`config.mk`:
```
export PLATFORM = sky130hd
export DESIGN_NAME = rational_arithmetic_unit_top
export DESIGN_NICKNAME = d
export VERILOG_FILES = /design/src/rtl/rau_pkg.sv /design/src/rtl/rau_reduce.sv /design/src/rtl/rau_datapath.sv /design/src/rtl/rau_ctrl.sv /design/src/rtl/rational_arithmetic_unit_top.sv
export SDC_FILE = /design/constraint.sdc
export NUM_CORES = 2
export LEC_CHECK = 0
export ABC_AREA = 1
export BUFFER_PORTS_ARGS = -buffer_cell sky130_fd_sc_hd__buf_4
export CAP_MARGIN = 40
export CORE_MARGIN = 3
export CORE_UTILIZATION = 42
export CTS_CLUSTER_DIAMETER = 60
export DETAILED_ROUTE_END_ITERATION = 10
export GPL_TIMING_DRIVEN = 0
export PLACE_DENSITY = 0.66
export SLEW_MARGIN = 20
export SYNTH_ARGS = -nofsm -noshare
export SYNTH_HDL_FRONTEND = slang
export SYNTH_SLANG_ARGS = --single-unit
```
`constraint.sdc`:
```
create_clock -name clk_i -period 10.9 [get_ports clk_i]
set_input_delay 2.18 -clock clk_i [delete_from_list [all_inputs] [get_ports clk_i]]
set_output_delay 2.18 -clock clk_i [all_outputs]
set_load 0.01 [all_outputs]
```
`src/rtl/rau_pkg.sv`:
```
// Shared types, codes and widths of the rational arithmetic unit.
`timescale 1ns / 1ps
`default_nettype none
package rau_pkg;

  localparam int unsigned OPERAND_WIDTH_DEF = 16;
  localparam int unsigned CMD_W             = 3;
  localparam int unsigned NUM_W             = 33;
  localparam int unsigned DEN_W             = 31;

  typedef enum logic [2:0] {
    OP_ADD = 3'd0,
    OP_SUB = 3'd1,
    OP_MUL = 3'd2,
    OP_DIV = 3'd3,
    OP_EQ  = 3'd4,
    OP_GT  = 3'd5,
    OP_LT  = 3'd6
  } rau_op_e;

  typedef enum logic [2:0] {
    ST_IDLE,
    ST_LOAD,
    ST_GCD,
    ST_DIV,
    ST_MUL,
    ST_FORM,
    ST_OUT
  } rau_state_e;

  typedef enum logic [1:0] {
    JOB_FIRST,
    JOB_SECOND,
    JOB_RESULT
  } rau_job_e;

  typedef enum logic [2:0] {
    PROD_LEFT,
    PROD_RIGHT,
    PROD_NN,
    PROD_DD,
    PROD_DN
  } rau_prod_e;

  // Commands and status of the reduce engine.
  typedef struct packed {
    logic load;
    logic gcd_step;
    logic gcd_latch;
    logic div_step;
    logic short_len;
  } rau_red_cmd_t;

  typedef struct packed {
    logic gcd_done;
    logic div_done;
  } rau_red_sts_t;

  // Commands from the controller to the datapath.
  typedef struct packed {
    logic      capture;
    logic      load_job;
    rau_job_e  job;
    logic      gcd_step;
    logic      gcd_latch;
    logic      div_step;
    logic      write_back;
    logic      mul_en;
    rau_prod_e mul_sel;
    logic      form;
    logic      out_load;
  } rau_cmd_t;

  typedef struct packed {
    logic gcd_done;
    logic div_done;
    logic arith;
    logic out_blocked;
  } rau_sts_t;

endpackage
`default_nettype wire

```
`src/rtl/rau_reduce.sv`:
```
// Reduce engine: binary gcd followed by two exact restoring divisions by the gcd.
`timescale 1ns / 1ps
`default_nettype none
module rau_reduce #(
  parameter int unsigned OPERAND_WIDTH = rau_pkg::OPERAND_WIDTH_DEF
) (
  input  logic                           clk_i,
  input  logic                           rst_ni,
  input  rau_pkg::rau_red_cmd_t          cmd_i,
  input  logic [2*OPERAND_WIDTH-1:0]     num_mag_i,
  input  logic [2*OPERAND_WIDTH-1:0]     den_mag_i,
  output rau_pkg::rau_red_sts_t          sts_o,
  output logic [2*OPERAND_WIDTH-1:0]     quo_num_o,
  output logic [2*OPERAND_WIDTH-1:0]     quo_den_o
);
  import rau_pkg::*;

  localparam int unsigned W  = OPERAND_WIDTH;
  localparam int unsigned MW = 2 * W;
  localparam int unsigned KW = $clog2(MW + 1);
  localparam logic [KW-1:0] LEN_SHORT = KW'(W);
  localparam logic [KW-1:0] LEN_FULL  = KW'(MW);

  logic [MW-1:0] a_q, a_d, b_q, b_d;
  logic [KW-1:0] k_q, k_d;
  logic [MW-1:0] g_q;
  logic [MW-1:0] xn_q, xd_q;
  logic [MW-1:0] remn_q, remd_q;
  logic [MW-1:0] qn_q, qd_q;
  logic [KW-1:0] cnt_q;

  logic [MW-1:0] diff_ab, diff_ba;
  logic [MW:0]   trial_n, trial_d, g_ext, sub_n, sub_d;
  logic          fit_n, fit_d;

  assign diff_ab = a_q - b_q;
  assign diff_ba = b_q - a_q;

  // Binary gcd step: drop common twos, strip lone twos, halve the odd difference.
  always_comb begin
    a_d = a_q;
    b_d = b_q;
    k_d = k_q;
    if (cmd_i.load) begin
      a_d = num_mag_i;
      b_d = den_mag_i;
      k_d = '0;
    end else if (cmd_i.gcd_step) begin
      if (!a_q[0] && !b_q[0]) begin
        a_d = a_q >> 1;
        b_d = b_q >> 1;
        k_d = k_q + 1'b1;
      end else if (!a_q[0]) begin
        a_d = a_q >> 1;
      end else if (!b_q[0]) begin
        b_d = b_q >> 1;
      end else if (a_q >= b_q) begin
        a_d = diff_ab >> 1;
      end else begin
        b_d = diff_ba >> 1;
      end
    end
  end

  assign g_ext   = {1'b0, g_q};
  assign trial_n = {remn_q, xn_q[MW-1]};
  assign trial_d = {remd_q, xd_q[MW-1]};
  assign sub_n   = trial_n - g_ext;
  assign sub_d   = trial_d - g_ext;
  assign fit_n   = trial_n >= g_ext;
  assign fit_d   = trial_d >= g_ext;

  always_ff @(posedge clk_i or negedge rst_ni) begin
    if (!rst_ni) begin
      cnt_q <= '0;
    end else if (cmd_i.load) begin
      cnt_q <= cmd_i.short_len ? LEN_SHORT : LEN_FULL;
    end else if (cmd_i.div_step) begin
      cnt_q <= cnt_q - 1'b1;
    end
  end

  always_ff @(posedge clk_i) begin
    a_q <= a_d;
    b_q <= b_d;
    k_q <= k_d;
    if (cmd_i.load) begin
      // Short jobs carry only W significant bits: align them to the top.
      xn_q   <= cmd_i.short_len ? {num_mag_i[W-1:0], {W{1'b0}}} : num_mag_i;
      xd_q   <= cmd_i.short_len ? {den_mag_i[W-1:0], {W{1'b0}}} : den_mag_i;
      remn_q <= '0;
      remd_q <= '0;
      qn_q   <= '0;
      qd_q   <= '0;
    end else if (cmd_i.div_step) begin
      xn_q   <= xn_q << 1;
      xd_q   <= xd_q << 1;
      remn_q <= fit_n ? sub_n[MW-1:0] : trial_n[MW-1:0];
      remd_q <= fit_d ? sub_d[MW-1:0] : trial_d[MW-1:0];
      qn_q   <= {qn_q[MW-2:0], fit_n};
      qd_q   <= {qd_q[MW-2:0], fit_d};
    end
    if (cmd_i.gcd_latch) begin
      // One of a and b is zero here, so the or gives the odd part.
      g_q <= (a_q | b_q) << k_q;
    end
  end

  assign sts_o.gcd_done = (a_q == '0) || (b_q == '0);
  assign sts_o.div_done = (cnt_q == '0);
  assign quo_num_o      = qn_q;
  assign quo_den_o      = qd_q;

endmodule
`default_nettype wire

```
`src/rtl/rau_datapath.sv`:
```
// Datapath: operand and product registers, shared multiplier, result forming, output register.
`timescale 1ns / 1ps
`default_nettype none
module rau_datapath #(
  parameter int unsigned OPERAND_WIDTH = rau_pkg::OPERAND_WIDTH_DEF
) (
  input  logic                              clk_i,
  input  logic                              rst_ni,
  input  rau_pkg::rau_cmd_t                 cmd_i,
  output rau_pkg::rau_sts_t                 sts_o,
  input  logic [rau_pkg::CMD_W-1:0]         command_i,
  input  logic signed [OPERAND_WIDTH-1:0]   first_num_i,
  input  logic signed [OPERAND_WIDTH-1:0]   first_den_i,
  input  logic signed [OPERAND_WIDTH-1:0]   second_num_i,
  input  logic signed [OPERAND_WIDTH-1:0]   second_den_i,
  input  logic                              out_stall_i,
  output logic                              out_valid_o,
  output logic signed [rau_pkg::NUM_W-1:0]  result_num_o,
  output logic [rau_pkg::DEN_W-1:0]         result_den_o,
  output logic                              compare_flag_o
);
  import rau_pkg::*;

  localparam int unsigned W   = OPERAND_WIDTH;
  localparam int unsigned CW  = W + 1;
  localparam int unsigned MW  = 2 * W;
  localparam int unsigned RW  = 2 * W + 1;
  localparam int unsigned NXW = (RW > NUM_W) ? RW : NUM_W;
  localparam int unsigned DXW = (RW > DEN_W) ? RW : DEN_W;

  rau_op_e              op_q;
  logic signed [CW-1:0] n1_q, d1_q, n2_q, d2_q;
  logic signed [RW-1:0] left_q, right_q, nn_q, dd_q, dn_q;
  logic signed [RW-1:0] rn_q, rd_q;
  logic                 flag_q;
  logic                 neg_q;

  logic                 out_valid_q;
  logic [NUM_W-1:0]     out_num_q;
  logic [DEN_W-1:0]     out_den_q;
  logic                 out_flag_q;

  // Engine source select and magnitudes.
  logic signed [RW-1:0] src_num, src_den, abs_num, abs_den;
  logic [MW-1:0]        num_mag, den_mag;

  always_comb begin
    case (cmd_i.job)
      JOB_FIRST: begin
        src_num = RW'(n1_q);
        src_den = RW'(d1_q);
      end
      JOB_SECOND: begin
        src_num = RW'(n2_q);
        src_den = RW'(d2_q);
      end
      default: begin
        src_num = rn_q;
        src_den = rd_q;
      end
    endcase
  end

  assign abs_num = src_num[RW-1] ? -src_num : src_num;
  assign abs_den = src_den[RW-1] ? -src_den : src_den;
  assign num_mag = abs_num[MW-1:0];
  assign den_mag = abs_den[MW-1:0];

  rau_red_cmd_t        red_cmd;
  rau_red_sts_t        red_sts;
  logic [MW-1:0]       quo_num, quo_den;

  assign red_cmd.load      = cmd_i.load_job;
  assign red_cmd.gcd_step  = cmd_i.gcd_step;
  assign red_cmd.gcd_latch = cmd_i.gcd_latch;
  assign red_cmd.div_step  = cmd_i.div_step;
  assign red_cmd.short_len = (cmd_i.job != JOB_RESULT);

  rau_reduce #(
    .OPERAND_WIDTH(OPERAND_WIDTH)
  ) u_reduce (
    .clk_i    (clk_i),
    .rst_ni   (rst_ni),
    .cmd_i    (red_cmd),
    .num_mag_i(num_mag),
    .den_mag_i(den_mag),
    .sts_o    (red_sts),
    .quo_num_o(quo_num),
    .quo_den_o(quo_den)
  );

  // Signed canonical value from the quotients; the sign sits on the numerator.
  logic signed [RW-1:0] quo_num_s, quo_den_s, can_num;
  assign quo_num_s = $signed({1'b0, quo_num});
  assign quo_den_s = $signed({1'b0, quo_den});
  assign can_num   = neg_q ? -quo_num_s : quo_num_s;

  // Shared multiplier, one product per cycle.
  logic signed [CW-1:0]   mul_a, mul_b;
  logic signed [2*CW-1:0] prod;

  always_comb begin
    case (cmd_i.mul_sel)
      PROD_LEFT: begin
        mul_a = n1_q;
        mul_b = d2_q;
      end
      PROD_RIGHT: begin
        mul_a = n2_q;
        mul_b = d1_q;
      end
      PROD_NN: begin
        mul_a = n1_q;
        mul_b = n2_q;
      end
      PROD_DD: begin
        mul_a = d1_q;
        mul_b = d2_q;
      end
      default: begin
        mul_a = d1_q;
        mul_b = n2_q;
      end
    endcase
  end

  assign prod = mul_a * mul_b;

  // Result forming from the registered products.
  logic signed [RW-1:0] f_num, f_den;
  logic                 f_flag;
  logic                 arith;

  always_comb begin
    f_num  = '0;
    f_den  = RW'(1);
    f_flag = 1'b0;
    unique case (op_q)
      OP_ADD: begin
        f_num = left_q + right_q;
        f_den = dd_q;
      end
      OP_SUB: begin
        f_num = left_q - right_q;
        f_den = dd_q;
      end
      OP_MUL: begin
        f_num = nn_q;
        f_den = dd_q;
      end
      OP_DIV: begin
        f_num = left_q;
        f_den = dn_q;
      end
      OP_EQ:   f_flag = (left_q == right_q);
      OP_GT:   f_flag = (left_q > right_q);
      OP_LT:   f_flag = (left_q < right_q);
      default: f_flag = 1'b0;
    endcase
    if (f_den == '0) begin
      f_den = RW'(1);
    end
  end

  always_comb begin
    unique case (op_q) inside
      OP_ADD, OP_SUB, OP_MUL, OP_DIV: arith = 1'b1;
      default:                        arith = 1'b0;
    endcase
  end

  always_ff @(posedge clk_i) begin
    if (cmd_i.capture) begin
      op_q <= rau_op_e'(command_i);
      n1_q <= CW'(first_num_i);
      n2_q <= CW'(second_num_i);
      d1_q <= (first_den_i == '0) ? CW'(1) : CW'(first_den_i);
      d2_q <= (second_den_i == '0) ? CW'(1) : CW'(second_den_i);
    end else if (cmd_i.write_back) begin
      case (cmd_i.job)
        JOB_FIRST: begin
          n1_q <= can_num[CW-1:0];
          d1_q <= quo_den_s[CW-1:0];
        end
        JOB_SECOND: begin
          n2_q <= can_num[CW-1:0];
          d2_q <= quo_den_s[CW-1:0];
        end
        default: begin
          rn_q <= can_num;
          rd_q <= quo_den_s;
        end
      endcase
    end else if (cmd_i.form) begin
      rn_q   <= f_num;
      rd_q   <= f_den;
      flag_q <= f_flag;
    end
    if (cmd_i.load_job) begin
      neg_q <= src_num[RW-1] ^ src_den[RW-1];
    end
    if (cmd_i.mul_en) begin
      case (cmd_i.mul_sel)
        PROD_LEFT:  left_q  <= prod[RW-1:0];
        PROD_RIGHT: right_q <= prod[RW-1:0];
        PROD_NN:    nn_q    <= prod[RW-1:0];
        PROD_DD:    dd_q    <= prod[RW-1:0];
        default:    dn_q    <= prod[RW-1:0];
      endcase
    end
  end

  // Output register; wrap the result to the field widths.
  logic signed [NXW-1:0] num_ext;
  logic signed [DXW-1:0] den_ext;
  assign num_ext = NXW'(rn_q);
  assign den_ext = DXW'(rd_q);

  always_ff @(posedge clk_i or negedge rst_ni) begin
    if (!rst_ni) begin
      out_valid_q <= 1'b0;
    end else if (cmd_i.out_load) begin
      out_valid_q <= 1'b1;
    end else if (!out_stall_i) begin
      out_valid_q <= 1'b0;
    end
  end

  always_ff @(posedge clk_i) begin
    if (cmd_i.out_load) begin
      out_num_q  <= num_ext[NUM_W-1:0];
      out_den_q  <= den_ext[DEN_W-1:0];
      out_flag_q <= flag_q;
    end
  end

  assign sts_o.gcd_done    = red_sts.gcd_done;
  assign sts_o.div_done    = red_sts.div_done;
  assign sts_o.arith       = arith;
  assign sts_o.out_blocked = out_valid_q & out_stall_i;

  assign out_valid_o    = out_valid_q;
  assign result_num_o   = out_num_q;
  assign result_den_o   = out_den_q;
  assign compare_flag_o = out_flag_q;

endmodule
`default_nettype wire

```
`src/rtl/rau_ctrl.sv`:
```
// Controller: sequences capture, up to three reduce jobs, products and the result.
`timescale 1ns / 1ps
`default_nettype none
module rau_ctrl (
  input  logic              clk_i,
  input  logic              rst_ni,
  input  logic              in_valid_i,
  output logic              in_stall_o,
  output rau_pkg::rau_cmd_t cmd_o,
  input  rau_pkg::rau_sts_t sts_i
);
  import rau_pkg::*;

  rau_state_e state_q, state_d;
  rau_job_e   job_q, job_d;
  rau_prod_e  sel_q, sel_d;

  always_ff @(posedge clk_i or negedge rst_ni) begin
    if (!rst_ni) begin
      state_q <= ST_IDLE;
      job_q   <= JOB_FIRST;
      sel_q   <= PROD_LEFT;
    end else begin
      state_q <= state_d;
      job_q   <= job_d;
      sel_q   <= sel_d;
    end
  end

  always_comb begin
    state_d = state_q;
    job_d   = job_q;
    sel_d   = sel_q;
    unique case (state_q)
      ST_IDLE: begin
        if (in_valid_i) begin
          job_d   = JOB_FIRST;
          state_d = ST_LOAD;
        end
      end
      ST_LOAD: state_d = ST_GCD;
      ST_GCD: begin
        if (sts_i.gcd_done) begin
          state_d = ST_DIV;
        end
      end
      ST_DIV: begin
        if (sts_i.div_done) begin
          unique case (job_q)
            JOB_FIRST: begin
              job_d   = JOB_SECOND;
              state_d = ST_LOAD;
            end
            JOB_SECOND: begin
              sel_d   = PROD_LEFT;
              state_d = ST_MUL;
            end
            JOB_RESULT: state_d = ST_OUT;
            default:    state_d = ST_IDLE;
          endcase
        end
      end
      ST_MUL: begin
        if (sel_q == PROD_DN) begin
          state_d = ST_FORM;
        end else begin
          sel_d = rau_prod_e'(sel_q + 3'd1);
        end
      end
      ST_FORM: begin
        if (sts_i.arith) begin
          job_d   = JOB_RESULT;
          state_d = ST_LOAD;
        end else begin
          state_d = ST_OUT;
        end
      end
      ST_OUT: begin
        if (!sts_i.out_blocked) begin
          state_d = ST_IDLE;
        end
      end
      default: state_d = ST_IDLE;
    endcase
  end

  always_comb begin
    cmd_o         = '0;
    cmd_o.job     = job_q;
    cmd_o.mul_sel = sel_q;
    in_stall_o    = 1'b1;
    unique case (state_q)
      ST_IDLE: begin
        in_stall_o    = 1'b0;
        cmd_o.capture = in_valid_i;
      end
      ST_LOAD: cmd_o.load_job = 1'b1;
      ST_GCD: begin
        cmd_o.gcd_latch = sts_i.gcd_done;
        cmd_o.gcd_step  = !sts_i.gcd_done;
      end
      ST_DIV: begin
        cmd_o.write_back = sts_i.div_done;
        cmd_o.div_step   = !sts_i.div_done;
      end
      ST_MUL:  cmd_o.mul_en   = 1'b1;
      ST_FORM: cmd_o.form     = 1'b1;
      ST_OUT:  cmd_o.out_load = !sts_i.out_blocked;
      default: cmd_o.capture  = 1'b0;
    endcase
  end

endmodule
`default_nettype wire

```
`src/rtl/rational_arithmetic_unit_top.sv`:
```
// Top level of the rational arithmetic unit: controller plus datapath.
`timescale 1ns / 1ps
`default_nettype none
// Rational arithmetic unit. One input word carries a command and two fractions
// (numerator and denominator, OPERAND_WIDTH-bit two's complement); one output
// word carries the reduced result with a positive denominator and a compare
// flag. A zero denominator on input reads as one. Add, subtract, multiply and
// divide give the reduced fraction and a clear flag; equal, greater and less
// give 0/1 and the flag; the unused command code gives 0/1 with a clear flag.
// Dividing by a zero fraction yields the numerator cross product over one.
// Each operand is first brought to lowest terms, then the products are
// formed one per cycle on a single multiplier, and arithmetic results are
// reduced again. Reduction runs on one shared engine: a binary gcd that takes
// one shift or subtract per cycle, then a restoring divide of numerator and
// denominator side by side, one quotient bit per cycle (OPERAND_WIDTH bits
// for an operand, twice that for a result). The number of gcd steps depends
// on the data. One item is worked on at a time: in_stall_o is low only while
// the controller is idle. A finished word sits in the output register, so
// the next input word is taken while it waits to be read.
// Results of arithmetic wrap to the 33-bit numerator and 31-bit denominator
// fields when OPERAND_WIDTH is above 16.
module rational_arithmetic_unit_top #(
  parameter int unsigned OPERAND_WIDTH = rau_pkg::OPERAND_WIDTH_DEF
) (
  input  logic                              clk_i,
  input  logic                              rst_ni,
  // input channel
  input  logic                              in_valid_i,
  output logic                              in_stall_o,
  input  logic [rau_pkg::CMD_W-1:0]         command_i,
  input  logic signed [OPERAND_WIDTH-1:0]   first_num_i,
  input  logic signed [OPERAND_WIDTH-1:0]   first_den_i,
  input  logic signed [OPERAND_WIDTH-1:0]   second_num_i,
  input  logic signed [OPERAND_WIDTH-1:0]   second_den_i,
  // output channel
  output logic                              out_valid_o,
  input  logic                              out_stall_i,
  output logic signed [rau_pkg::NUM_W-1:0]  result_num_o,
  output logic [rau_pkg::DEN_W-1:0]         result_den_o,
  output logic                              compare_flag_o
);
  import rau_pkg::*;

  // Command and status between controller and datapath.
  rau_cmd_t cmd;
  rau_sts_t sts;

  // Sequence the item: capture, reduce both operands, products, result.
  rau_ctrl u_ctrl (
    .clk_i     (clk_i),
    .rst_ni    (rst_ni),
    .in_valid_i(in_valid_i),
    .in_stall_o(in_stall_o),
    .cmd_o     (cmd),
    .sts_i     (sts)
  );

  // Hold operands, products and the output word.
  rau_datapath #(
    .OPERAND_WIDTH(OPERAND_WIDTH)
  ) u_datapath (
    .clk_i         (clk_i),
    .rst_ni        (rst_ni),
    .cmd_i         (cmd),
    .sts_o         (sts),
    .command_i     (command_i),
    .first_num_i   (first_num_i),
    .first_den_i   (first_den_i),
    .second_num_i  (second_num_i),
    .second_den_i  (second_den_i),
    .out_stall_i   (out_stall_i),
    .out_valid_o   (out_valid_o),
    .result_num_o  (result_num_o),
    .result_den_o  (result_den_o),
    .compare_flag_o(compare_flag_o)
  );

endmodule
`default_nettype wire

```
After elaboration in Yosys (flattened, before gate mapping)
Cells that the tools add are included.

storage, ports and cells
  register bits after elaboration = 678
  latch bits = 0
  RAM bits = 0
  ROM bits = 0
  input port bits = 71
  output and inout bits = 67
  logic and storage cells = 223
  memories kept = 0

cells by class
  add/subtract/negate cells = 12
  $mul = 1
  div/mod/pow operators = 0
  magnitude comparators = 5
  equality and inequality tests = 34
  shifts and indexed selects = 1
  multiplexer cells = 82
  bitwise gates (word level) = 6
  reduce and logical (&&, ||, !) cells = 48

operator list
  kind                                                            number
  32-bit 2-to-1 mux                                               22
  33-bit 2-to-1 mux                                               8
  17-bit 2-to-1 mux                                               14
  33-bit one-hot mux with 2 select lines                          3
  33-bit one-hot mux with 4 select lines                          1
  32-bit subtractor                                               4
  17-bit one-hot mux with 2 select lines                          2
  33-bit by 32-bit greater-or-equal comparator with 1-bit output  2
  32-bit zero test                                                2
  32-bit negator                                                  2
  33-bit adder                                                    1
  33-bit equality test                                            1
  33-bit > comparator                                             1
  33-bit zero test                                                1
  33-bit < comparator                                             1
  17-bit by 17-bit multiplier with 33-bit output                  1
  32-bit negator with 33-bit output                               1
  33-bit subtractor                                               1
  32-bit greater-or-equal comparator                              1
  16-bit zero test                                                2
  32-bit bitwise OR                                               1
  32-bit by 6-bit left shift with 32-bit output                   1
  3-bit 2-to-1 mux                                                9
  3-bit equality test, second input constant                      7
  37 further kinds                                                100

Depth between registers and ports, before layout
  word-level depth = 7
  mapped depth = 36
  depth with buffers taken out = 36

By module
Synthesis repeated with hierarchy kept, for this count alone.

second synthesis, totals
  cells, all modules = 8,289
  area, all modules = 59,538.4 sq um

by module, submodules not included
  module        times used  cells each  area each (sq um)  sequential area each (sq um)
  rau_datapath  1           4,588       35,039.9           11,105.7
  rau_reduce    1           3,605       23,815.3           7,637.3
  rau_ctrl      1           96          683.2              200.2

Least setup slack after synthesis
OpenSTA, ideal clock, no wires.

  path type = register to register
  start point = register u_ctrl.sel_q[0]
  end point = register u_datapath.dd_q[32] (data pin)
  setup time = 270 ps
  arrival time = 6,456 ps
  required time = 10,630 ps
  path slack = 4,175 ps
  stages on the path, launching flop included = 29
  buffers on the path = 1
  clock period less this slack = 6,725 ps
  cells stage by stage = dfrtp_1 > ha_1 > ha_1 > inv_1 > nand2_2 > buf_2 > a22oi_1 > o21ai_1 > inv_1 > nor2_1 > fa_1 > inv_1 > fa_1 > inv_1 > fa_1 > fa_1 > fa_1 > inv_1 > fa_1 > inv_1 > ha_1 > nand2_1 > nor2_1 > nand3_1 > or2_2 > nand2_1 > inv_1 > nand2_1 > nand2_1

between the ends
  cells in the longest elaborated chain, start to end = 4
  elaborated cells between the ends (all ways) = 9
  those cells by class = mul: 1; eq/ne: 3; mux: 2; reduce/logical: 3

RTL lines
  what                                                                               RTL line             text
  start, declared                                                                    rau_ctrl.sv:16       rau_prod_e sel_q, sel_d;
  start signal, assigned                                                             rau_ctrl.sv:26       sel_q <= sel_d;
  3-bit by 2-bit equality test with 1-bit output or 3-bit zero test (tied branches)  rau_datapath.sv:103  case (cmd_i.mul_sel)
  2-bit OR reduction (no source line)                                                --
  17-bit one-hot mux with 2 select lines                                             rau_datapath.sv:103
  17-bit by 17-bit multiplier with 33-bit output *                                   rau_datapath.sv:127  assign prod = mul_a * mul_b;
  net u_datapath.prod[32]                                                            rau_datapath.sv:100  logic signed [2*CW-1:0] prod;
  end signal, assigned                                                               rau_datapath.sv:207  PROD_DD: dd_q <= prod[RW-1:0];
  end, declared                                                                      rau_datapath.sv:33   logic signed [RW-1:0] left_q, right_q, nn_q, dd_q, dn_q;

Mark *: on every way through the listed nets, which the timed path passes. The rest lies on a longest branch.
A chain may end at the register's enable or synchronous reset.

Final worst setup path
  start point = register u_ctrl.sel_q[0]
  end point = register u_datapath.dd_q[18] (data pin)

The elaborated chain is that of the path after synthesis.

==> key figures <==
Setup path
  – Worst Path Required: 11.34 ns
  – Setup crit end kind: flop
  – Worst reg2reg path depth: 30
  – WP data arrival: around 9.1 ns
  – Critical path's slowest cell: clkbuf_1
  – Critical path class: flop to flop
  – Reg2reg start: u_ctrl.sel_q[0]
  – FF-to-FF setup slack: ~2.2 ns
  – Crit start category: flop
  – Reg2reg end: u_datapath.dd_q[18]
  – Crit-path most repeated cell: inv_1
  – Crit-path max cell delay: between 0.5 and 0.6 ns
  – Worst Path Max Fanout: 10

Yosys
  – Library cells used by synthesis: 65
  – Post-synth ARST share: roughly 2.2%
  – Syn_area_per_cell: 7.268 um^2
  – Mapped Nets: 8797
  – Sequential area share after synthesis: 32.15%
  – Synthesis-stage register bit count: ~680
  – Post-Syn Area: slightly below 60000 um^2
  – Post-synthesis instance total: a little over 8000
  – Number of synthesized flops with an enable pin: 529
  – YS warnings: 0
  – Main synth FF type: edfxtp_1

Routing
  – Via-to-Cell Ratio: ~5.5
  – First-pass DRT Iterations: 8
  – # DRC: 0
  – Routed WL per cell: approximately 24 um
  – Vias: 57000
  – Post-route ant nets: 0
  – WL final: between 200000 and 250000 um
  – DRT iter0 DRCs: between 6000 and 7000

CTS
  – Root Buffer: clkbuf_16
  – Post-cts resize count: 0
  – Max Root-Sink Buffers: 3
  – Htree depth: 3
  – CTS tree: done
  – Setup Fix Bufs, Post-CTS: 0
  – Clock transition at path regs: 0.06 ns
  – Worst skew pair latency: just over 0.7 ns
  – TritonCTS Buffers: 83
  – CTS Hold Bufs: 0
  – CTS Sinks: 678

Hold path
  – HP Class: flop to flop
  – Hold_sp: u_datapath.flag_q
  – Hold Path Sink: u_datapath.compare_flag_o
  – Hold Path Cell Cnt: 0

Floorplanning
  – Placeable Area: 138300 um^2
  – Die area: between 100000 and 150000 um^2
  – Die Width: approximately 380 um
  – Initial core utilization: between 40% and 50%
  – I/O pin count: 138
  – Die H: 380.6 um
  – Rows: around 140

Placed design
  – Post-DP Area: 62870 um^2
  – Placed cell count: approximately 10000
  – DP HPWL: 208000 um
  – Placer congestion estimate: between 1 and 1.5
  – Setup WS pre-CTS: roughly 2.4 ns
  – Port Buf Inserts: 137

STA
  – Final Hold Violating Endpoints: 0
  – Maximum clock frequency: ~120 MHz
  – Fin crit period: a little under 9 ns
  – Clk_skew: 0.04194 ns
  – Final setup TNS: 0 ns
  – Fin. max-slew vios: 0
  – Slew HR: a little under a third
  – Worst Max-Slew Pin Slew: ~1 ns
  – Final setup fails: 0
  – Period utilization: between 70% and 80%
  – RSZ-0062 raised after global routing: no
  – Worst setup margin: about 2.2 ns

Final layout
  – Fraction of layout cells with a size suffix above 1: under 10%
  – Antenna diodes: 0
  – Commonest non-fill, non-tap cells in the layout: nand2_1 (2508), inv_1 (1267), nor2_1 (693)
  – Most common cell after layout, fill and taps aside: nand2_1
  – Fill cells: about 14000
  – Final cell count without fillers: 10290
  – Layout Nets: slightly above 9000
  – Design Area, Final: 65790 um^2
  – Syn-to-layout area delta: 11.64%

Global route
  – Gr usage total: between 30% and 40%
  – First-pass GRT wire length: roughly 360000 um
  – Initial antenna violation count: 6
  – Global route total overflow: 0
  – Pin count of the biggest net entering global routing: 45
  – Vias in the first global route: ~54000

Status
  – Outcome: completed

Flow run
  – Maximum Capacitance Violations: 0
[synthesized netlist by cell type, types with 5 or more instances]
| master | count | share of area, % |
|---|---|---|
| nand2_1 | 2509 | 16 |
| inv_1 | 1267 | 8.1 |
| nor2_1 | 699 | 4.5 |
| nand3_1 | 606 | 5.1 |
| edfxtp_1 | 529 | 27 |
| o21ai_0 | 378 | 3.2 |
| ha_1 | 322 | 6.8 |
| a21oi_1 | 301 | 2.6 |
| fa_1 | 296 | 10 |
| clkbuf_1 | 168 | 1.1 |
| dfxtp_1 | 134 | 4.6 |
| nand4_1 | 116 | 1.2 |
| xor2_1 | 105 | 1.6 |
| o22ai_1 | 75 | 0.80 |
| a22oi_1 | 63 | 0.80 |
| nor3_1 | 55 | 0.47 |
| buf_2 | 51 | 0.43 |
| o21bai_1 | 30 | 0.38 |
| xnor2_1 | 30 | 0.45 |
| nor2_2 | 26 | 0.28 |
| nor4_1 | 26 | 0.28 |
| inv_2 | 25 | 0.16 |
| nand3b_1 | 25 | 0.32 |
| a21oi_2 | 24 | 0.36 |
| o21ai_1 | 18 | 0.15 |
| buf_1 | 16 | 0.10 |
| nand2_2 | 16 | 0.17 |
| o211ai_1 | 16 | 0.20 |
| a22o_1 | 15 | 0.22 |
| dfrtp_1 | 15 | 0.64 |
| a31oi_1 | 13 | 0.14 |
| and2_1 | 13 | 0.14 |
| buf_6 | 12 | 0.23 |
| or2_2 | 11 | 0.12 |
| and3_1 | 10 | 0.11 |
| buf_4 | 9 | 0.11 |
| clkinv_1 | 9 | 0.057 |
| nor2_4 | 8 | 0.15 |
| o21a_1 | 8 | 0.10 |
| a21boi_0 | 7 | 0.089 |
| mux2i_1 | 7 | 0.12 |
| a21o_1 | 5 | 0.064 |
[how the worst max path moves through the flow]
stage	start	end	depth (start not counted)
floorplan	u_ctrl.sel_q[0]	u_datapath.dd_q[32]	28
global placement	out_stall_i	u_datapath.result_num_o[1]	2
detailed placement	u_ctrl.sel_q[0]	u_datapath.right_q[27]	26
CTS	u_ctrl.sel_q[0]	u_datapath.right_q[27]	26
global route	u_ctrl.sel_q[0]	u_datapath.right_q[27]	26
finish	u_ctrl.sel_q[0]	u_datapath.dd_q[18]	30
[per-layer routing]
metal	global-route usage (%)	vias to the layer above	part of all wire, %
met2	52.25	2839	44
met4	17.22	4	6.2
met3	5.641	559	8.8
met1	43.94	27110	41
li1	-	26480	-
met5	0	-	0.010
[critical path: cells and delay by family, from the launching register on]
family | cells | cell delay (ns)
fa+ha+maj | 8 | 3.65
compound gates | 4 | 1.16
flops | 1 | 0.44
buf+inv | 10 | 1.50
simple gates | 7 | 1.17
xor+xnor | 1 | 0.49
[per-stage QoR]
step | hold WS, ns | util (%)
finish | 0.3857 | 47.55
global route | 0.3891 | 47.55
CTS | 0.3593 | 47.55
detailed placement | 0.4081 | 45.45
global placement | 0.4017 | 45.02
floorplan | 0.4003 | -
[flip-flops by register name (all words and copies together) (netlist names), 33 cells and up]
| name | cells |
|---|---|
| u_datapath.num_ext | 33 |
| u_datapath.result_num_o | 33 |
| u_datapath.nn_q | 33 |
| u_datapath.left_q | 33 |
| u_datapath.dd_q | 33 |
| u_datapath.right_q | 33 |
| u_datapath.dn_q | 33 |
| u_datapath.den_ext | 33 |
[layout make-up]
class / instances / area [um^2] / area share [%]
Clock buffer: 102 / 2190 / 3.328
Tap cell: 1863 / 2331 / 3.543
Clock inverter: 51 / 721.9 / 1.097
Inverter: 1301 / 4883 / 7.423
Sequential cell: 678 / 18940 / 28.80
Timing Repair Buffer: 169 / 1514 / 2.301
Multi-Input combinational cell: 5872 / 34040 / 51.75
Buffer: 257 / 1159 / 1.761
[logic make-up after synthesis]
| kind of cell | synth area share, % |
|---|---|
| DFF | 32.15 |
| AOI/OAI and AO/OA | 9.504 |
| and+or+nand+nor | 29.09 |
| adders and majority gates | 16.89 |
| buffers and inverters | 10.24 |
| xor gates and xnor gates | 2.007 |
| muxes | 0.1189 |
Power is left out: the tool's default activity adds up to more than one toggle a clock period on the data nets, which glitch-free logic cannot reach.
